==> config.mk <==
export PLATFORM = sky130hd
export DESIGN_NAME = szb_ctrl
export DESIGN_NICKNAME = d
export VERILOG_FILES = /design/src/hdl/szb_pkg.sv /design/src/hdl/szb_ctrl.sv
export SDC_FILE = /design/constraint.sdc
export NUM_CORES = 1
export LEC_CHECK = 0
export BUFFER_PORTS_ARGS = -buffer_cell sky130_fd_sc_hd__buf_2
export CORE_AREA = 2 2 39 41
export DETAILED_ROUTE_END_ITERATION = 8
export DIE_AREA = 0 0 41 43
export PLACE_DENSITY_LB_ADDON = 0.08
export SLEW_MARGIN = 20
export SYNTH_ARGS = -nofsm -noshare
export SYNTH_HDL_FRONTEND = slang
export SYNTH_SLANG_ARGS = --single-unit
export TNS_END_PERCENT = 5
==> constraint.sdc <==
create_clock -name clock -period 1.2 [get_ports clock]
set_clock_uncertainty 0.2 [all_clocks]
set_input_delay 0.18 -clock clock [delete_from_list [all_inputs] [get_ports clock]]
set_output_delay 0.18 -clock clock [all_outputs]
set_load 0.02 [all_outputs]
==> src/hdl/szb_pkg.sv <==
// Shared types and constants for the size-class block allocator.
// Used by the controller, the datapath and the top level; no dependencies.
package szb_pkg;

   localparam int OP_W   = 2;
   localparam int ST_W   = 2;
   localparam int SIZE_W = 16;
   localparam int HND_W  = 11;
   localparam int CNT_W  = 11;

   // Register file: four block sizes, then four block counts.
   localparam int SIZE_SLOTS = 4;
   localparam int SLOT_IW    = 2;
   localparam int REG_IW     = 3;
   localparam int ADDR_W     = 5;
   localparam int DATA_W     = 32;
   localparam logic [REG_IW-1:0] CSR_SIZE_BASE  = 3'd0;
   localparam logic [REG_IW-1:0] CSR_COUNT_BASE = 3'd4;

   localparam logic [SIZE_W-1:0] SIZE_RESET [SIZE_SLOTS] =
      '{16'd16, 16'd32, 16'd64, 16'd128};
   localparam logic [CNT_W-1:0]  COUNT_RESET = 11'd256;

   typedef enum logic [OP_W-1:0] {
      OP_ALLOC = 2'd0,
      OP_FREE  = 2'd1,
      OP_SIZE  = 2'd2,
      OP_INIT  = 2'd3
   } op_type;

   typedef enum logic [ST_W-1:0] {
      ST_OK        = 2'd0,
      ST_NONE      = 2'd1,
      ST_RANGE     = 2'd2,
      ST_NOT_ALLOC = 2'd3
   } status_type;

   typedef enum logic [2:0] {
      S_IDLE,
      S_ALLOC_RD,
      S_ALLOC_WR,
      S_HND_CHK,
      S_FREE_WR,
      S_INIT_RUN,
      S_FINISH
   } state_type;

   // Commands from the controller to the datapath.
   typedef struct packed {
      logic load_item;
      logic alloc_pick;
      logic alloc_pop;
      logic hnd_check;
      logic free_push;
      logic init_step;
      logic out_load;
   } cmd_type;

   // Status from the datapath to the controller.
   typedef struct packed {
      logic alloc_hit;
      logic free_go;
      logic init_last;
      logic rsp_free;
   } stat_type;

endpackage

==> src/hdl/szb_ctrl.sv <==
// Controller state machine for the size-class block allocator.
// Depends on szb_pkg for the state, opcode, command and status types.
module szb_ctrl (
   input  logic              clock,
   input  logic              reset,
   input  logic              req_valid,
   input  logic [1:0]        req_operation,
   input  szb_pkg::stat_type stat,
   output logic              req_stall,
   output szb_pkg::cmd_type  cmd
);

   szb_pkg::state_type state_ff, state_in;

   // Next state.
   always_comb begin
      state_in = state_ff;
      unique case (state_ff)
         szb_pkg::S_IDLE: begin
            if (req_valid) begin
               unique case (szb_pkg::op_type'(req_operation))
                  szb_pkg::OP_ALLOC: state_in = szb_pkg::S_ALLOC_RD;
                  szb_pkg::OP_INIT:  state_in = szb_pkg::S_INIT_RUN;
                  default:           state_in = szb_pkg::S_HND_CHK;
               endcase
            end
         end
         szb_pkg::S_ALLOC_RD: begin
            state_in = stat.alloc_hit ? szb_pkg::S_ALLOC_WR : szb_pkg::S_FINISH;
         end
         szb_pkg::S_ALLOC_WR: state_in = szb_pkg::S_FINISH;
         szb_pkg::S_HND_CHK: begin
            state_in = stat.free_go ? szb_pkg::S_FREE_WR : szb_pkg::S_FINISH;
         end
         szb_pkg::S_FREE_WR: state_in = szb_pkg::S_FINISH;
         szb_pkg::S_INIT_RUN: begin
            if (stat.init_last) begin
               state_in = szb_pkg::S_FINISH;
            end
         end
         szb_pkg::S_FINISH: begin
            if (stat.rsp_free) begin
               state_in = szb_pkg::S_IDLE;
            end
         end
         default: state_in = szb_pkg::S_IDLE;
      endcase
   end

   // Outputs decoded from the state.
   always_comb begin
      cmd       = '0;
      req_stall = 1'b1;
      unique case (state_ff)
         szb_pkg::S_IDLE: begin
            req_stall     = 1'b0;
            cmd.load_item = req_valid;
         end
         szb_pkg::S_ALLOC_RD: cmd.alloc_pick = 1'b1;
         szb_pkg::S_ALLOC_WR: cmd.alloc_pop  = 1'b1;
         szb_pkg::S_HND_CHK:  cmd.hnd_check  = 1'b1;
         szb_pkg::S_FREE_WR:  cmd.free_push  = 1'b1;
         szb_pkg::S_INIT_RUN: cmd.init_step  = 1'b1;
         szb_pkg::S_FINISH:   cmd.out_load   = stat.rsp_free;
         default: cmd = '0;
      endcase
   end

   always_ff @(posedge clock) begin
      if (reset) begin
         state_ff <= szb_pkg::S_IDLE;
      end else begin
         state_ff <= state_in;
      end
   end

   // A finished result waits in FINISH until the output register can take it.
   a_finish_holds: assert property (@(posedge clock) disable iff (reset)
      (state_ff == szb_pkg::S_FINISH && !stat.rsp_free) |=> state_ff == szb_pkg::S_FINISH)
      else $error("finish state left while output register busy");

   // The pop stage always follows a successful pool pick.
   a_pop_after_pick: assert property (@(posedge clock) disable iff (reset)
      state_ff == szb_pkg::S_ALLOC_WR |-> $past(state_ff) == szb_pkg::S_ALLOC_RD)
      else $error("pop stage entered without a pick");

   // No new item is taken while one is in flight.
   a_one_item: assert property (@(posedge clock) disable iff (reset)
      (state_ff != szb_pkg::S_IDLE) |-> req_stall)
      else $error("item taken while busy");

endmodule

==> impl_metrics.tcl <==
set metrics [dict create \
    drt-vias-per-instance 4.49 \
    synth_flop_cell "dfxtp_1" \
    grt_pass1_vias 264 \
    synth_area_leaders "dfxtp_1 22%, nor3b_1 8.4%, o41ai_2 6.0%" \
    remaining_drc_errors 0 \
    final_max_slew_viol_count 0 \
    final_layout_size_suffix_gt1_frac 0.731 \
    tightest_slew_ns 0.295 \
    root_buffer "clkbuf_4" \
    vias 305 \
    swShare 0.392 \
    rsz0062_at_grt "true" \
    antenna_cells 0 \
    syn_nets 41 \
    path_clk_slew_ns 0.04 \
    io_buffers 16 \
    die_area_um2 1760 \
    finalSetupViolCount 10 \
    cts-htree-levels 1 \
    wl_per_cell_um 10.5 \
    cp_max_fo 2 \
    synth_edf_count 0 \
    fp.dieW_um 41 \
    yosysMostFrequentCell "nor2_1" \
    relSlewSlack 0.802 \
    cts_num_sinks 3 \
    n_fill_cell 141 \
    clk_latency_ns 0.24 \
    tritoncts "built" \
    clockBufferDepth 2 \
    setup_tns_ns -2.21 \
    ys_seq_elements 3 \
    nNetsFinal 63 \
    gp_congestion 0.692 \
    cap_violations 0 \
    grt_pass1_wl_um 1040 \
    areaGrowthSynthToFinish_pct 72.6 \
    ys_seq_area_frac 0.223 \
    outcome "finished, violations left" \
    worst_slack_ns -0.320 \
    yosysTopAreaCell "dfxtp_1" \
    critical_path_class "register to output port" \
    drt_iter0_drc 5 \
    initial_core_util 0.194 \
    ys_types 22 \
    worst_ir_drop_vdd_mv 0.811 \
    startpoint_type "register" \
    top_regs "state_ff (3)" \
    multiInputGateArea_um2 204 \
    antenna_found_initial 0 \
    post_dp_cell_area_um2 412 \
    max_freq_mhz 658 \
    grt_usage 0.0890 \
    p_leak_nw 0.225 \
    clkPwrFrac 0.220 \
    hold_class "primary input to register" \
    synth.avg_cell_area_um2 8.68 \
    syn_area_um2 269 \
    pwr-share-comb 0.593 \
    gr-total-overflow 0 \
    async_flop_share 0 \
    finalCriticalPeriod_ns 1.52 \
    synth_top_area_frac 0.223 \
    synthTopCellsByCount "4 x nor2_1, 3 x dfxtp_1, 3 x nor3b_1" \
    fp.coreArea_um2 1380 \
    dp_hpwl_um 543 \
    die_h_um 43 \
    top_register "state_ff" \
    hold_violations 1 \
    firstDrtPassIters 4 \
    end_kind "output port" \
    fin_crit_sh 1.27 \
    p_per_area_nw_per_um2 1770 \
    io_pins 17 \
    p_int_mw 0.500 \
    required_ns 0.82 \
    numCtsBuffers 3 \
    yosys_warnings 0 \
    routed_wl_um 716 \
    cp_data_arrival_time_ns 1.14 \
    seqCellArea_um2 63.8 \
    rows 14 \
    largest_reg_flops 3 \
    whs_ns -0.0265 \
    violations "hold timing, setup timing" \
    ant_nets 0 \
    cts_setup_buffers 0 \
    fin_area_um2 464 \
    p_sw_mw 0.323 \
    grt_start_max_net_pins 13 \
    synth_cells 31 \
    p_seq_frac 0.187 \
]
[kinds of logic after synthesis]
group / Yosys count / share of synthesized area
adders and majority gates: 1 / 0.0465
DFF: 3 / 0.223
buffers and inverters: 5 / 0.116
and+or+nand+nor: 13 / 0.316
AOI/OAI and AO/OA: 9 / 0.298
[power groups by stage]
stage	Sequential (mW)	Combinational, mW	Clock, mW
after CTS	0.149	0.484	0.190
final	0.153	0.488	0.181
after global placement	0.149	0.452	0
after detailed placement	0.149	0.455	0
after floorplan	0.148	0.312	0
after global routing	0.160	0.528	0.192
[final cells by class]
cell class,instances,area share
tap,16,0.0431
multi-input combinational,23,0.439
inverter,2,0.0162
sequential,3,0.137
clock buffer,4,0.0566
timing repair buffer,20,0.307
[stage by stage]
stage	util	cells	power [mW]	setup slack [ns]
2_1_floorplan	-	31	0.459	-0.0885
3_3_place_gp	0.297	64	0.601	-0.115
3_5_place_dp	0.297	64	0.604	-0.119
4_1_cts	0.329	68	0.823	-0.322
5_1_grt	0.335	68	0.879	-0.350
6_report	0.335	68	0.822	-0.320
[metal layers]
layer / GRT usage / vias to the layer above / part of all wire
met5: 0 / - / 0
met3: 0.0314 / 0 / 0.073
met1: 0.105 / 139 / 0.46
li1: - / 156 / -
met2: 0.128 / 10 / 0.47
met4: 0.0600 / 0 / 0
[final timing paths]
| kind | start | to | slack, ns | cells past startpoint |
|---|---|---|---|---|
| setup / recovery | state_ff[0] | cmd[6] | -0.32 | 3 |
| hold / removal | reset | state_ff[1] | -0.03 | 2 |
| setup reg to reg | state_ff[0] | state_ff[2] | -0.05 | 4 |
| hold reg to reg | state_ff[1] | state_ff[1] | 0.39 | 2 |
[what timing repair did]
action,CTS,global route
endpoints found under the setup margin,10,10
hold endpoints to repair,1,1
pin swaps,1,2
gates resized for setup,7,3
[critical path: stages (launching register included)]
cell and delay [ns]:
dfxtp_2 0.31, or3_4 0.39, nor2_4 0.09, buf_6 0.12
[cells in the final DEF, fill, tap and decap left out, types with 2 or more instances in the layout]
master,n
inv_1,2
nor2_1,3
clkbuf_4,3
buf_2,11
buf_4,6
buf_6,2
a21oi_2,2
dfxtp_2,3
nor3b_2,3
(Power assumes the default switching activity.)
